==> config.mk <==
export PLATFORM = sky130hd
export DESIGN_NAME = zero_cross_burst_dimmer
export DESIGN_NICKNAME = d
export VERILOG_FILES = /design/src/hdl/zcbd_pkg.sv /design/src/hdl/zcbd_fifo.sv /design/src/hdl/zcbd_front.sv /design/src/hdl/zcbd_back.sv /design/src/hdl/zero_cross_burst_dimmer.sv
export VERILOG_INCLUDE_DIRS = /design/src /design/src/hdl
export SDC_FILE = /design/constraint.sdc
export NUM_CORES = 1
export LEC_CHECK = 0
export ABC_CLOCK_PERIOD_IN_PS = 5550
export BUFFER_PORTS_ARGS = -buffer_cell sky130_fd_sc_hd__buf_4
export CELL_PAD_IN_SITES_DETAIL_PLACEMENT = 1
export CELL_PAD_IN_SITES_GLOBAL_PLACEMENT = 2
export CORE_MARGIN = 4
export CORE_UTILIZATION = 42
export CTS_BUF_LIST = sky130_fd_sc_hd__clkbuf_4 sky130_fd_sc_hd__clkbuf_8 sky130_fd_sc_hd__clkbuf_16
export CTS_CLUSTER_SIZE = 24
export DETAILED_ROUTE_END_ITERATION = 10
export GPL_TIMING_DRIVEN = 0
export PLACE_DENSITY_LB_ADDON = 0.1
export SLEW_MARGIN = 25
export SYNTH_ARGS = -nofsm -noshare
export SYNTH_HDL_FRONTEND = slang
export SYNTH_SLANG_ARGS = --single-unit
export TNS_END_PERCENT = 1
==> constraint.sdc <==
create_clock -name clk -period 5.55 [get_ports clk]
set_clock_uncertainty 0.2 [all_clocks]
set_input_delay 0.2775 -clock clk [delete_from_list [all_inputs] [get_ports clk]]
set_output_delay 0.2775 -clock clk [all_outputs]
set_load 0.01 [all_outputs]
==> src/hdl/zero_cross_burst_dimmer_macros.svh <==
// Assertion macros shared by the dimmer RTL.
// Expects signals named clk and rst in the module that uses them.
`ifndef ZERO_CROSS_BURST_DIMMER_MACROS_SVH
`define ZERO_CROSS_BURST_DIMMER_MACROS_SVH

// Condition holds at every clock edge out of reset.
`define ZCBD_ASSERT_ALWAYS(lbl, cond, msg) \
  lbl: assert property (@(posedge clk) disable iff (rst) (cond)) else $error(msg);

// Antecedent implies consequent in the same cycle.
`define ZCBD_ASSERT_IMPLY(lbl, ante, cons, msg) \
  lbl: assert property (@(posedge clk) disable iff (rst) (ante) |-> (cons)) \
    else $error(msg);

`endif

==> src/hdl/zcbd_pkg.sv <==
// Shared types, constants and the threshold table for the burst-fire dimmer.
// No dependencies.
package zcbd_pkg;

  localparam int          GATE_BITS      = 10;
  localparam int          TABLE_LEN      = 24;
  localparam logic [15:0] DEBOUNCE_RESET = 16'd425;

  localparam logic ACT_WRITE = 1'b0;
  localparam logic ACT_EDGE  = 1'b1;

  typedef struct packed {
    logic        action;
    logic [3:0]  channel;
    logic [7:0]  level;
    logic [31:0] time_us;
  } in_item_t;

  typedef struct packed {
    logic [GATE_BITS-1:0] gate_pattern;
    logic [4:0]           step_used;
  } out_item_t;

  // Classified command passed from front to back.
  typedef struct packed {
    logic       is_edge;
    logic [3:0] channel;
    logic [7:0] level;
  } cmd_t;

  // Threshold per step; steps past the table end use the last entry.
  function automatic logic [7:0] threshold_at(input logic [4:0] step);
    logic [7:0] thr;
    begin
      case (step)
        5'd0:    thr = 8'h00;
        5'd1:    thr = 8'h14;
        5'd2:    thr = 8'h1F;
        5'd3:    thr = 8'h29;
        5'd4:    thr = 8'h33;
        5'd5:    thr = 8'h3D;
        5'd6:    thr = 8'h48;
        5'd7:    thr = 8'h52;
        5'd8:    thr = 8'h5C;
        5'd9:    thr = 8'h66;
        5'd10:   thr = 8'h71;
        5'd11:   thr = 8'h7B;
        5'd12:   thr = 8'h85;
        5'd13:   thr = 8'h8F;
        5'd14:   thr = 8'h9A;
        5'd15:   thr = 8'hA4;
        5'd16:   thr = 8'hAE;
        5'd17:   thr = 8'hB8;
        5'd18:   thr = 8'hC3;
        5'd19:   thr = 8'hCD;
        5'd20:   thr = 8'hD7;
        5'd21:   thr = 8'hE1;
        5'd22:   thr = 8'hEC;
        default: thr = 8'hF6;
      endcase
      return thr;
    end
  endfunction

endpackage

==> src/hdl/zcbd_fifo.sv <==
// Small register-based queue; full and empty are decoded from a registered count.
// Generic; no package dependencies.
module zcbd_fifo #(
  parameter int WIDTH = 8,
  parameter int DEPTH = 4
) (
  input  logic             clk,
  input  logic             rst,
  input  logic             push,
  input  logic [WIDTH-1:0] wdata,
  output logic             full,
  input  logic             pop,
  output logic [WIDTH-1:0] rdata,
  output logic             empty
);

  localparam int AW   = (DEPTH > 1) ? $clog2(DEPTH) : 1;
  localparam int CNTW = $clog2(DEPTH + 1);

  logic [WIDTH-1:0] mem [DEPTH];
  logic [AW-1:0]    wr_ptr;
  logic [AW-1:0]    rd_ptr;
  logic [CNTW-1:0]  count;
  logic             do_push;
  logic             do_pop;

  assign full    = (count == CNTW'(DEPTH));
  assign empty   = (count == '0);
  assign do_push = push && !full;
  assign do_pop  = pop && !empty;
  assign rdata   = mem[rd_ptr];

  always_ff @(posedge clk) begin
    if (do_push) begin
      mem[wr_ptr] <= wdata;
    end
  end

  always_ff @(posedge clk) begin
    if (rst) begin
      wr_ptr <= '0;
      rd_ptr <= '0;
      count  <= '0;
    end else begin
      if (do_push) begin
        wr_ptr <= (wr_ptr == AW'(DEPTH - 1)) ? '0 : wr_ptr + AW'(1);
      end
      if (do_pop) begin
        rd_ptr <= (rd_ptr == AW'(DEPTH - 1)) ? '0 : rd_ptr + AW'(1);
      end
      case ({do_push, do_pop})
        2'b10:   count <= count + CNTW'(1);
        2'b01:   count <= count - CNTW'(1);
        default: count <= count;
      endcase
    end
  end

endmodule

==> src/hdl/zcbd_front.sv <==
// Front end: accepts input words, debounces edges, drops ignored words.
// Depends on zcbd_pkg.
module zcbd_front
  import zcbd_pkg::*;
#(
  parameter int NUM_CHANNELS = 10
) (
  input  logic        clk,
  input  logic        rst,
  input  logic        debounce_we,
  input  logic [15:0] debounce_data,
  input  logic        accept,
  input  in_item_t    item,
  output logic        cmd_push,
  output cmd_t        cmd
);

  logic [15:0] debounce_us;
  logic [31:0] last_edge_time;
  logic        timer_armed;
  logic [31:0] elapsed;
  logic        chan_ok;
  logic        edge_ok;

  assign elapsed = item.time_us - last_edge_time;
  assign chan_ok = ({1'b0, item.channel} < 5'(NUM_CHANNELS));
  assign edge_ok = timer_armed && (elapsed >= {16'd0, debounce_us});

  always_comb begin
    if (item.action == ACT_WRITE) begin
      cmd_push = accept && chan_ok;
    end else begin
      cmd_push = accept && edge_ok;
    end
    cmd.is_edge = (item.action == ACT_EDGE);
    cmd.channel = item.channel;
    cmd.level   = item.level;
  end

  always_ff @(posedge clk) begin
    if (rst) begin
      debounce_us    <= DEBOUNCE_RESET;
      last_edge_time <= '0;
      timer_armed    <= 1'b0;
    end else begin
      if (debounce_we) begin
        debounce_us <= debounce_data;
      end
      // First edge only arms; later edges restart the window when accepted.
      if (accept && item.action == ACT_EDGE && (!timer_armed || edge_ok)) begin
        last_edge_time <= item.time_us;
        timer_armed    <= 1'b1;
      end
    end
  end

endmodule

==> src/hdl/zcbd_back.sv <==
// Back end: applies level writes, builds gate patterns, advances the step.
// Depends on zcbd_pkg and the assertion macro header.
`include "zero_cross_burst_dimmer_macros.svh"
module zcbd_back
  import zcbd_pkg::*;
#(
  parameter int NUM_CHANNELS = 10,
  parameter int NUM_STEPS    = 24
) (
  input  logic      clk,
  input  logic      rst,
  input  logic      cmd_empty,
  input  cmd_t      cmd,
  output logic      cmd_pop,
  input  logic      out_full,
  output logic      out_push,
  output out_item_t out_word
);

  localparam int CW = (NUM_CHANNELS > 1) ? $clog2(NUM_CHANNELS) : 1;

  logic [7:0]           levels [NUM_CHANNELS];
  logic [4:0]           step_index;
  logic [4:0]           step_index_next;
  logic [7:0]           thr;
  logic [GATE_BITS-1:0] pattern;

  assign thr = threshold_at(step_index);

  // Channels that do not exist stay at 1 (not conducting).
  for (genvar i = 0; i < GATE_BITS; i++) begin : g_cmp
    if (i < NUM_CHANNELS) begin : g_on
      assign pattern[i] = !(levels[i] >= thr);
    end else begin : g_off
      assign pattern[i] = 1'b1;
    end
  end

  always_comb begin
    cmd_pop  = 1'b0;
    out_push = 1'b0;
    if (!cmd_empty) begin
      if (cmd.is_edge) begin
        cmd_pop  = !out_full;
        out_push = !out_full;
      end else begin
        cmd_pop = 1'b1;
      end
    end
    out_word.gate_pattern = pattern;
    out_word.step_used    = step_index;
    step_index_next = (step_index == 5'(NUM_STEPS - 1)) ? 5'd0 : step_index + 5'd1;
  end

  always_ff @(posedge clk) begin
    if (rst) begin
      for (int i = 0; i < NUM_CHANNELS; i++) begin
        levels[i] <= '0;
      end
      step_index <= '0;
    end else begin
      if (cmd_pop && !cmd.is_edge) begin
        levels[cmd.channel[CW-1:0]] <= cmd.level;
      end
      if (out_push) begin
        step_index <= step_index_next;
      end
    end
  end

  `ZCBD_ASSERT_ALWAYS(a_step_range, 6'(step_index) < 6'(NUM_STEPS), "step index out of range")
  `ZCBD_ASSERT_IMPLY(a_edge_emits, cmd_pop && cmd.is_edge, out_push,
                     "edge command dropped without a result")
  `ZCBD_ASSERT_IMPLY(a_push_is_edge, out_push, cmd_pop && cmd.is_edge && !cmd_empty,
                     "result pushed without an edge command")

endmodule

==> src/hdl/zero_cross_burst_dimmer.sv <==
// Top level of the burst-fire zero-cross dimmer.
// Depends on zcbd_pkg, zcbd_front, zcbd_back and zcbd_fifo.

// Cycle-skipping AC dimmer for up to ten lamp channels (ten by default),
// with a gate pattern of ten active-low bits. Push input words: action 0
// stores a channel level (writes to missing channels are dropped), action 1
// is a zero-crossing edge with a microsecond timestamp. The first edge after
// reset only arms the timer; an edge less than debounce_us after the last
// accepted edge is dropped. Each accepted edge yields one result word: bit i
// of gate_pattern is low when channel i's level is at least the threshold of
// the current table step, and step_used names that step, which then advances
// modulo NUM_STEPS. The block takes one word per clock while the command
// queue has room. A result passes through the command queue between the
// debounce front end and the pattern back end, then through the four-entry
// result queue, before it appears on the result ports. full rises only when
// the four-entry command queue backs up behind a result queue that is not
// being popped. Write debounce_us through debounce_we/debounce_data only
// while the block is idle; it resets to 425.
module zero_cross_burst_dimmer
  import zcbd_pkg::*;
#(
  parameter int NUM_CHANNELS = 10,
  parameter int NUM_STEPS    = 24
) (
  input  logic        clk,
  input  logic        rst,
  input  logic        debounce_we,
  input  logic [15:0] debounce_data,
  input  logic        push,
  output logic        full,
  input  in_item_t    item,
  output logic        empty,
  input  logic        pop,
  output out_item_t   result
);

  localparam int QUEUE_DEPTH = 4;

  logic      accept;
  logic      cmd_push;
  cmd_t      cmd_in;
  cmd_t      cmd_head;
  logic      cmd_full;
  logic      cmd_empty;
  logic      cmd_pop;
  logic      out_full;
  logic      out_push;
  out_item_t out_word;

  // Take a word whenever the command queue has room; dropped words still
  // count as taken.
  assign accept = push && !cmd_full;
  assign full   = cmd_full;

  zcbd_front #(
    .NUM_CHANNELS(NUM_CHANNELS)
  ) u_front (
    .clk          (clk),
    .rst          (rst),
    .debounce_we  (debounce_we),
    .debounce_data(debounce_data),
    .accept       (accept),
    .item         (item),
    .cmd_push     (cmd_push),
    .cmd          (cmd_in)
  );

  // Decouple front and back so each can stall on its own.
  zcbd_fifo #(
    .WIDTH($bits(cmd_t)),
    .DEPTH(QUEUE_DEPTH)
  ) u_cmd_q (
    .clk  (clk),
    .rst  (rst),
    .push (cmd_push),
    .wdata(cmd_in),
    .full (cmd_full),
    .pop  (cmd_pop),
    .rdata(cmd_head),
    .empty(cmd_empty)
  );

  zcbd_back #(
    .NUM_CHANNELS(NUM_CHANNELS),
    .NUM_STEPS   (NUM_STEPS)
  ) u_back (
    .clk      (clk),
    .rst      (rst),
    .cmd_empty(cmd_empty),
    .cmd      (cmd_head),
    .cmd_pop  (cmd_pop),
    .out_full (out_full),
    .out_push (out_push),
    .out_word (out_word)
  );

  // Hold finished results until the consumer pops them.
  zcbd_fifo #(
    .WIDTH($bits(out_item_t)),
    .DEPTH(QUEUE_DEPTH)
  ) u_out_q (
    .clk  (clk),
    .rst  (rst),
    .push (out_push),
    .wdata(out_word),
    .full (out_full),
    .pop  (pop),
    .rdata(result),
    .empty(empty)
  );

endmodule
---- Word level (Yosys, flattened, before mapping) ----
Memories as Yosys holds them, arrays and structs flattened. A register that Yosys moved wholly into a read port is not among the register bits.
Cells that the tools add are included.
Widths: inputs -> output; s select.
operators by class
  add/sub/neg operators ................... 10
  $lt $le $gt $ge ......................... 12
  equality and inequality tests ........... 11
  multiplexer cells ....................... 30
  reductions and logical operators ........ 33
operators by type and width
  cell                 count
  $ge 8x8->1           10
  $ge 32x16->1         1
  $sub 32x32->32       1
  $logic_not 1->1      16
  $mux 2               8
  $mux 1               15
  $mux 5               3
  $eq 2x2->1 const B   6
  $pmux 3 s2           2
  $logic_and 1x1->1    11
  $add 2x1->2 const B  4
  $mux 8               1
  $reduce_or 8->1      1
  $add 3x1->3 const B  2
  $eq 3x3->1 const B   2
  $logic_not 3->1      2
  $sub 3x1->3 const B  2
  $add 5x1->5 const B  1
  $eq 5x5->1 const B   1
  $eq 2x1->1 const B   2
  $lt 4x4->1 const B   1
  $mux 4               1
  $reduce_bool 2->1    2
  $logic_or 1x1->1     1
word-level totals
  flip-flop bits (word level) ............. 68
  RAM bits ................................ 192
  memory bits (read-only) ................. 256
  output and inout port bits .............. 17
  logic and storage cells ................. 110
  memories ................................ 4
memory list
  memory           depth  width  read ports  clocked after memory_dff  write ports  RTL line         text
  (no name shown)  32     8      1           1                         0            zcbd_pkg.sv:35   case (step)
  u_back.levels    10     8      10          0                         10           zcbd_back.sv:22  logic [7:0] levels [NUM_CHANNELS];
  u_out_q.mem      4      15     1           1                         1            zcbd_fifo.sv:20  logic [WIDTH-1:0] mem [DEPTH];
  u_cmd_q.mem      4      13     1           1                         1            zcbd_fifo.sv:20

---- Logic depth before layout (Yosys ltp) ----
Gate-level depths: netlist of run 1.
  depth after elaboration ................. 10
  gate-level depth with buffers ........... 28
  gate-level depth less buffers ........... 28

---- Hierarchy ----
From an unflattened synthesis of run 1, not the netlist that was laid out.
second synthesis, totals
  cells, all modules ...................... 1328
  area total of the unflattened synthesis .. 14948.1 sq um
modules (own cells, without submodules)
  module                   instances  cells an instance  area an instance (sq um)  sequential area each (sq um)
  zcbd_back                1          476                5371.4                    2662.6
  zcbd_front               1          598                4544.4                    980.9
  zcbd_fifo at u_out_q     1          132                2655.0                    1981.9
  zcbd_fifo at u_cmd_q     1          121                2363.5                    1741.7
  zero_cross_burst_dimmer  1          1                  13.8                      0.0

---- Least setup slack after synthesis of run 1 ----
OpenSTA, ideal clock, no wires.
  kind .................................... register to register
  start point ............................. reg u_front.last_edge_time[6]
  end point ............................... reg u_cmd_q.count[2]
  data arrival time ....................... 4768 ps
  required time ........................... 5280 ps
  setup slack ............................. 512 ps
  cell stages (with the launch flop) ...... 28
  path buffers ............................ 0
  clock period less this slack ............ 5038 ps
  cells stage by stage .................... dfxtp_1 > inv_1 > ha_1 > a21oi_1 > nor2_1 > o31a_1 > o31ai_4 > nand2b_1 > a21oi_1 > xnor2_1 > ha_1 > nand4_1 > nor3_1 > nand4b_1 > o21ai_0 > a221oi_1 > nand4_1 > or4_1 > nor3_1 > and4_1 > nor2_1 > inv_1 > ha_1 > inv_1 > fa_1 > xor2_1 > or3_1 > a21oi_1
between the ends
  word-level cells in the longest chain between the ends .. 8
  elaborated cells between the ends (all ways) .. 10
  those cells by class .................... add/sub: 1; order compare: 1; eq/ne: 2; mux: 2; reduce/logical: 4
ends and longest elaborated chain
  what                                                    RTL line          text
  start, declared                                         zcbd_front.sv:19  logic [31:0] last_edge_time;
  start signal, assigned                                  zcbd_front.sv:51  last_edge_time <= item.time_us;
  $sub 32x32->32 *                                        zcbd_front.sv:25  assign elapsed = item.time_us - last_edge_time;
  $ge 32x16->1 *                                          zcbd_front.sv:27  assign edge_ok = timer_armed && (elapsed >= {16'd0, debounce_us});
  $logic_and 1x1->1 *                                     zcbd_front.sv:27
  $logic_and 1x1->1 *                                     zcbd_front.sv:33  cmd_push = accept && edge_ok;
  $mux 1 *                                                zcbd_front.sv:30  if (item.action == ACT_WRITE) begin
  $logic_and 1x1->1 *                                     zcbd_fifo.sv:29   assign do_push = push && !full;
  $eq 2x1->1 / $eq 2x2->1 (equally long branches)         zcbd_fifo.sv:51   case ({do_push, do_pop})
  $pmux 3 s2 / $reduce_bool 2->1 (equally long branches)  n/a
  end signal, assigned                                    zcbd_fifo.sv:52   2'b10: count <= count + CNTW'(1);
  end signal, assigned                                    zcbd_fifo.sv:53   2'b01: count <= count - CNTW'(1);
  end signal, assigned                                    zcbd_fifo.sv:54   default: count <= count;
  end, declared                                           zcbd_fifo.sv:23   logic [CNTW-1:0] count;
Every way passes the cells marked *; elsewhere a longest branch is shown, timed or not.
A chain may end at the register's enable or synchronous reset.

---- Worst setup path in the final report of run 1 ----
  start point ............................. in item[6] in the netlist's numbering
  end point ............................... reg u_cmd_q.count[2]
between the ends
  word-level cells in the longest chain between the ends .. 8
  elaborated cells between the ends (all ways) .. 10
  those cells by class .................... add/sub: 1; order compare: 1; eq/ne: 2; mux: 2; reduce/logical: 4
ends and longest elaborated chain
  what                                                    RTL line                       text
  start, declared                                         zero_cross_burst_dimmer.sv:31  input in_item_t item,
  $sub 32x32->32 *                                        zcbd_front.sv:25
  $ge 32x16->1 *                                          zcbd_front.sv:27
  $logic_and 1x1->1 *                                     zcbd_front.sv:27
  $logic_and 1x1->1 *                                     zcbd_front.sv:33
  $mux 1 *                                                zcbd_front.sv:30
  $logic_and 1x1->1 *                                     zcbd_fifo.sv:29
  $eq 2x1->1 / $eq 2x2->1 (equally long branches)         zcbd_fifo.sv:51
  $pmux 3 s2 / $reduce_bool 2->1 (equally long branches)  n/a
Marks and branches as above.

==> flow_summary.ini, run 1 <==
[global_routing]
overflow = 0
antenna_found_initial = 1
grt_pass1_wl_um = 62200
grtUsageTotal = 0.206
grt_pass1_vias = 11400
grt_start_max_net_pins = 16

[final_layout]
fin_util = 0.516
final_nets = 1738
n_antenna_cell = 0
area_growth_pct = 20.9
drive_above_1_share = 0.161
final_cells = 2001

[place]
dp_hpwl_um = 27900
dp.cells = 1871
routabilityCongestion = 0.847
port_buffers = 80

[synth]
ys_ff_latch = 272
synth_simple_gate_area_share = 0.139
syn-cell-area_um2 = 14800
synth_seq_area_share = 0.499
synthMuxAreaShare = 0.0612
yosys-top-cells-area = edfxtp_1, ha_1, dfxtp_1, mux4_2, a21oi_1
synth_cells = 1336
synth.top_cell.area_share = 0.391
yosys-top-cells-count = edfxtp_1, ha_1, nor2_1
synth_top_flop_cell = edfxtp_1
synth_cell_types = 79
avgSynthCellArea_um2 = 11.1
yosysWarningCount = 0
synth_async_sr_flop_share = 0
synth_most_common_cell = edfxtp_1
synth_top_family_by_area = simple AND/OR/NAND/NOR gates
synth_edf_count = 192
synth_top_cell_by_area = edfxtp_1
synthAdderAreaFrac = 0.129
synth_xor_area_frac = 0.0153
synth_compound_area_frac = 0.117
syn_nets = 1552

[die]
start_util = 0.426
dieHeight_um = 195
die_x_um = 195
coreArea_um2 = 34600
io_pins = 83
dieArea_um2 = 38200
rows = 68

[route]
routedWlPerCell_um = 19.5
viasPerCell = 5.29
drt-initial-drc-count = 327
route.detailed.drc = 0
ant_nets = 0
routed_wl_um = 39000
firstDrtPassIters = 4
num_vias = 10600

[worst_setup_path]
crit_top_cell = buf_4
start_kind = primary input
cp_slowest_cell = dlygate4sd3_1
cp-startpoint = item[6]
cp.required_ps = 5800
ff2ff_path_depth = 28
endpoint = u_cmd_q.count[2]
rrSetupSlack_ps = 80
rr_endpoint = u_cmd_q.count[2]
crit_arrival_ps = 5770
timing.rr.start = u_front.last_edge_time[6]
path_max_fanout = 6
crit_path_max_incr_delay_ps = 530
path_class = in -> reg
endpoint_kind = flip-flop

[power]
power_frac_comb = 0.282
sequentialPowerShare = 0.385
p_leak_uw = 0.00685
cellPowerDensity_nw_per_um2 = 363
peakVddDrop_mv = 0.234
p_switching_uw = 2000
p_clk_frac = 0.333
power_switching_share = 0.308
p_int_uw = 4490

[sta]
min_period_ps = 5510
drv_slew = 0
rsz0062_at_grt = yes
timing.final.crit_share = 0.994
worstMarginPinSlew_ps = 940
hold_viol_final = 0
max_freq_mhz = 181
setup_viol = 0
slew_headroom = 0.357

[clock_tree]
cts_tree = yes
root_buffer = clkbuf_16
clock-sinks = 272
htreeDepth = 2
clockBufferDepth = 3
cts_buffers = 34
clkSlewWorstSetupHoldPaths_ps = 60
clk_latency_ps = 530

[hold_path]
worst_hold_path_type = in -> reg

[status]
status = complete, no violations

[flow_run]
drv_cap = 0
[power groups by stage]
stage                     combinational (uW)  clock, uW  sequential (uW)
final                                   1830       2160             2500
after global routing                    2070       2300             2520
after CTS                               1860       2220             2500
after detailed placement                1780          0             2540
after global placement                  1740          0             2530
after floorplan                         1210          0             2500
[cells in the final DEF, fill, tap and decap left out, types with 28 or more instances in the layout]
cell type      netlist  routed
ha_1               147     142
inv_1              101     101
nor2_1             138     137
buf_4                0      89
o21ai_1             36      38
clkbuf_1            29      29
mux4_2              28      28
dlygate4sd3_1        0      61
a21oi_1            107     102
dfxtp_1             80      79
o21ai_0             50      48
nand2_1             82      81
nand2b_1            38      37
edfxtp_1           192     192
clkbuf_16            0      35
[worst max-delay path, delay by kind of cell]
family          cells  cell delay, ps
simple gates       13            2140
buf+inv             6            1130
fa+ha+maj           4            1040
compound gates      4             870
xor+xnor            2             300
[final cells by class]
class	instances	area, um^2
Buffer	44	205
Multi-Input combinational cell	918	6960
Clock buffer	45	963
Tap cell	455	569
Fill cell	3689	16800
Inverter	102	383
Sequential cell	272	7370
Clock inverter	15	128
Timing Repair Buffer	150	1280
[worst min-delay path by stage]
stage	startpoint	to	slack [ps]	depth (start not counted)
2_1_floorplan	item[32]	u_cmd_q.mem[0][0]	180	0
3_3_place_gp	u_front.last_edge_time[31]	u_front.last_edge_time[31]	260	2
3_5_place_dp	u_front.last_edge_time[31]	u_front.last_edge_time[31]	270	2
4_1_cts	push	u_cmd_q.wr_ptr[0]	3	4
5_1_grt	push	u_cmd_q.wr_ptr[0]	70	4
6_report	push	u_cmd_q.wr_ptr[0]	30	4
[layer usage]
layer / vias to the layer above / routed length (um) / share of wire / track usage
li1: 5232 / - / - / -
met1: 5145 / 16600 / 0.42 / 0.252
met2: 148 / 20300 / 0.52 / 0.376
met3: 68 / 1080 / 0.028 / 0.0262
met4: 2 / 1030 / 0.026 / 0.0654
met5: - / 13 / 0.00033 / 0
[logic make-up (layout without fill, tap and decap cells)]
family	count (synthesis)	after routing
muxes	55	55
and+or+nand+nor	403	403
xor gates and xnor gates	25	25
adders and majority gates	150	150
buffers and inverters	146	356
AOI/OAI and AO/OA	285	285
DFF	272	272
[what timing repair did]
action                                 in CTS  in global routing
setup endpoints to repair                  22                 22
endpoints found under the hold margin     100                  0
gates resized for setup                    26                 10
hold buffers                               61                  0
setup buffers                               6                  3
pin swaps                                  12                 14
[per-stage QoR]
stage	setup slack (ps)	instance area, um^2	hold slack (ps)	setup TNS [ps]	power [uW]
final	35.5	17900	25.8	0	6490
after global routing	-251	17900	66.6	-2300	6890
after CTS	18.8	17800	2.92	0	6570
after detailed placement	-473	15900	274	-2190	4320
after global placement	-408	15900	256	-3830	4270
after floorplan	512	14800	176	0	3710
[sequential cells by signal, indices dropped and copies added (netlist names), named ones only]
register                flops
u_back.levels              80
u_out_q.mem                60
u_cmd_q.mem                52
u_front.last_edge_time     32
u_front.debounce_us        16
u_back.thr                  8
u_back.step_index           5
u_cmd_q.count               3
u_out_q.count               3
u_cmd_q.rd_ptr              2
u_cmd_q.wr_ptr              2
u_out_q.rd_ptr              2
u_out_q.wr_ptr              2
u_front.timer_armed         1
No activity file was read; power rests on OpenSTA's default activity.
==> run 2: changes to the inputs <==
--- a/config.mk
+++ b/config.mk
@@ -10,13 +10,14 @@
 export BUFFER_PORTS_ARGS = -buffer_cell sky130_fd_sc_hd__buf_4
 export CELL_PAD_IN_SITES_DETAIL_PLACEMENT = 1
 export CELL_PAD_IN_SITES_GLOBAL_PLACEMENT = 2
+export CORE_ASPECT_RATIO = 1.1
 export CORE_MARGIN = 4
-export CORE_UTILIZATION = 42
-export CTS_BUF_LIST = sky130_fd_sc_hd__clkbuf_4 sky130_fd_sc_hd__clkbuf_8 sky130_fd_sc_hd__clkbuf_16
+export CORE_UTILIZATION = 43
+export CTS_BUF_LIST = sky130_fd_sc_hd__clkbuf_8
 export CTS_CLUSTER_SIZE = 24
 export DETAILED_ROUTE_END_ITERATION = 10
 export GPL_TIMING_DRIVEN = 0
-export PLACE_DENSITY_LB_ADDON = 0.1
+export PLACE_DENSITY = 0.89
 export SLEW_MARGIN = 25
 export SYNTH_ARGS = -nofsm -noshare
 export SYNTH_HDL_FRONTEND = slang
==> run 2 against run 1 <==
  * Cell count increased by 0.80%
  * Critical endpoint unchanged
  * Critical path depth decreased by 1
  * Setup slack got worse by 22 ps
  * Sequential power about the same
  * Die area decreased by 2.2%
  * Highest routed layer is now met4
  * Utilization increased by 1.3 points
  * Non-clock buffer count increased by 15
  * Global-route usage increased by 0.51 points
  * Power decreased by 7.5%
  * Sequential share of layout area increased by 0.31 points
  * Critical path type unchanged
  * Combinational power about the same
==> flow_summary.ini, run 2 (same netlist as run 1, synthesis figures left out) <==
[final_layout]
final_common_cell = edfxtp_1
ff_latch_area_um2 = 7370
final_nets = 1766
drive_above_1_share = 0.161
final_cell_mix = edfxtp_1, ha_1, nor2_1, inv_1, a21oi_1
fillers = 3614
top_regs = u_back.levels x80, u_out_q.mem x60, u_cmd_q.mem x52
regMostFlops = u_back.levels
multi_input_area_um2 = 6960
area_growth_pct = 20.1
largest_register_ffs = 80

[route]
firstDrtPassIters = 5
routed_wl_um = 39400
routedWlPerCell_um = 19.5
drt-initial-drc-count = 459
ant_nets = 0
route.detailed.drc = 0
viasPerCell = 5.44
num_vias = 11000

[power]
cellPowerDensity_nw_per_um2 = 339
peakVddDrop_mv = 0.194
p_leak_uw = 0.00684

[worst_setup_path]
ff2ff_path_depth = 27
cp-startpoint = item[6]
cp.required_ps = 5850
timing.rr.start = u_front.last_edge_time[6]
start_kind = primary input
cp_slowest_cell = dlygate4sd3_1
path_class = in -> reg
crit_arrival_ps = 5830
rr_endpoint = u_cmd_q.count[2]
rrSetupSlack_ps = 30
critPathBufInv = 4
crit_path_max_incr_delay_ps = 540
cp_top_family = simple AND/OR/NAND/NOR gates
path_max_fanout = 6
endpoint_kind = flip-flop

[clock_tree]
cts_tree = yes
clockBufferDepth = 3
root_buffer = clkbuf_8
cts_buffers = 47
clock-sinks = 272
clk_latency_ps = 570
htreeDepth = 2
clkSlewWorstSetupHoldPaths_ps = 60

[die]
die_x_um = 185
io_pins = 83
dieHeight_um = 202
start_util = 0.440
rows = 70
coreArea_um2 = 33500
dieArea_um2 = 37400

[global_routing]
overflow = 0
grt_pass1_vias = 12100
top_usage_layer = met2
grt_util_met1 = 0.242
grt_util_met2 = 0.390
grt_pass1_wl_um = 62900
grt_start_max_net_pins = 16
antenna_found_initial = 1
grtUsageTotal = 0.211
met3_usage = 0.0367

[hold_path]
min_from = debounce_we
hold_depth = 3
worst_hold_path_type = in -> reg
min_to = u_front.debounce_us[6]

[sta]
drv_slew = 0
hold_viol_final = 0
rsz0062_at_grt = yes
max_freq_mhz = 181
timing.final.crit_share = 0.998
finalSetupTns_ps = 0
slew_headroom = 0.381
setup_viol = 0
min_period_ps = 5540
holdWs_ps = 230
worstMarginPinSlew_ps = 928

[place]
routabilityCongestion = 0.883
dp_hpwl_um = 28000
port_buffers = 80

[status]
status = complete, no violations

[flow_run]
drv_cap = 0
==> run 2: layer usage <==
metal  up-vias  wire, um
met1      5359     16000
met2       225     20600
li1       5291         -
met5         -         0
met4         0      1280
met3        92      1490
==> run 2: what timing repair did <==
action	in CTS	in global routing
buffers inserted	3	9
hold buffers	73	0
endpoints found under the setup margin	19	34
endpoints found under the hold margin	105	0
gates resized for setup	14	21
pin swaps	6	12
==> run 2: layout make-up <==
class | instances | area share
diodes | 1 | 0.000141
inverters | 102 | 0.0216
well taps | 432 | 0.0305
repair buffers | 165 | 0.0809
flip-flops and latches | 272 | 0.416
clock inverters | 32 | 0.00755
plain buffers | 44 | 0.0116
multi-input cells | 918 | 0.392
clock buffers | 51 | 0.0396
==> run 2: stage by stage <==
step           cells  utilization  total power, uW  setup WS, ps  cell area [um^2]
6_report        2017        0.529             6000          13.3             17700
5_1_grt         2017        0.529             6410          -211             17700
4_1_cts         2007        0.524             6040          7.15             17600
3_5_place_dp    1848        0.474             4320          -324             15900
3_3_place_gp    1848        0.474             4220          -180             15900
2_1_floorplan   1336            -             3710           512             14800
==> run 2: how the worst max path moves through the flow <==
stage | endpoint | slack, ps | depth (start not counted)
after floorplan | u_cmd_q.count[2] | 510 | 27
after global placement | u_cmd_q.count[2] | -180 | 26
after detailed placement | u_cmd_q.count[2] | -320 | 26
after CTS | u_cmd_q.count[2] | 7 | 28
after global routing | u_cmd_q.count[2] | -210 | 27
final | u_cmd_q.count[2] | 10 | 28
==> run 2: report_power, final <==
| part | switching [uW] | leakage [uW] | internal (uW) |
|---|---|---|---|
| Combinational | 1060 | 0.00384 | 792 |
| Sequential | 103 | 0.00251 | 2390 |
| Clock | 816 | 0.000498 | 842 |
| Total | 1980 | 0.00684 | 4030 |
==> run 2: tightest hold or removal path: cells and delay by family <==
family | cells | cell delay, ps
and+or+nand+nor | 1 | 70
muxes | 1 | 220
buffers and inverters | 1 | 380
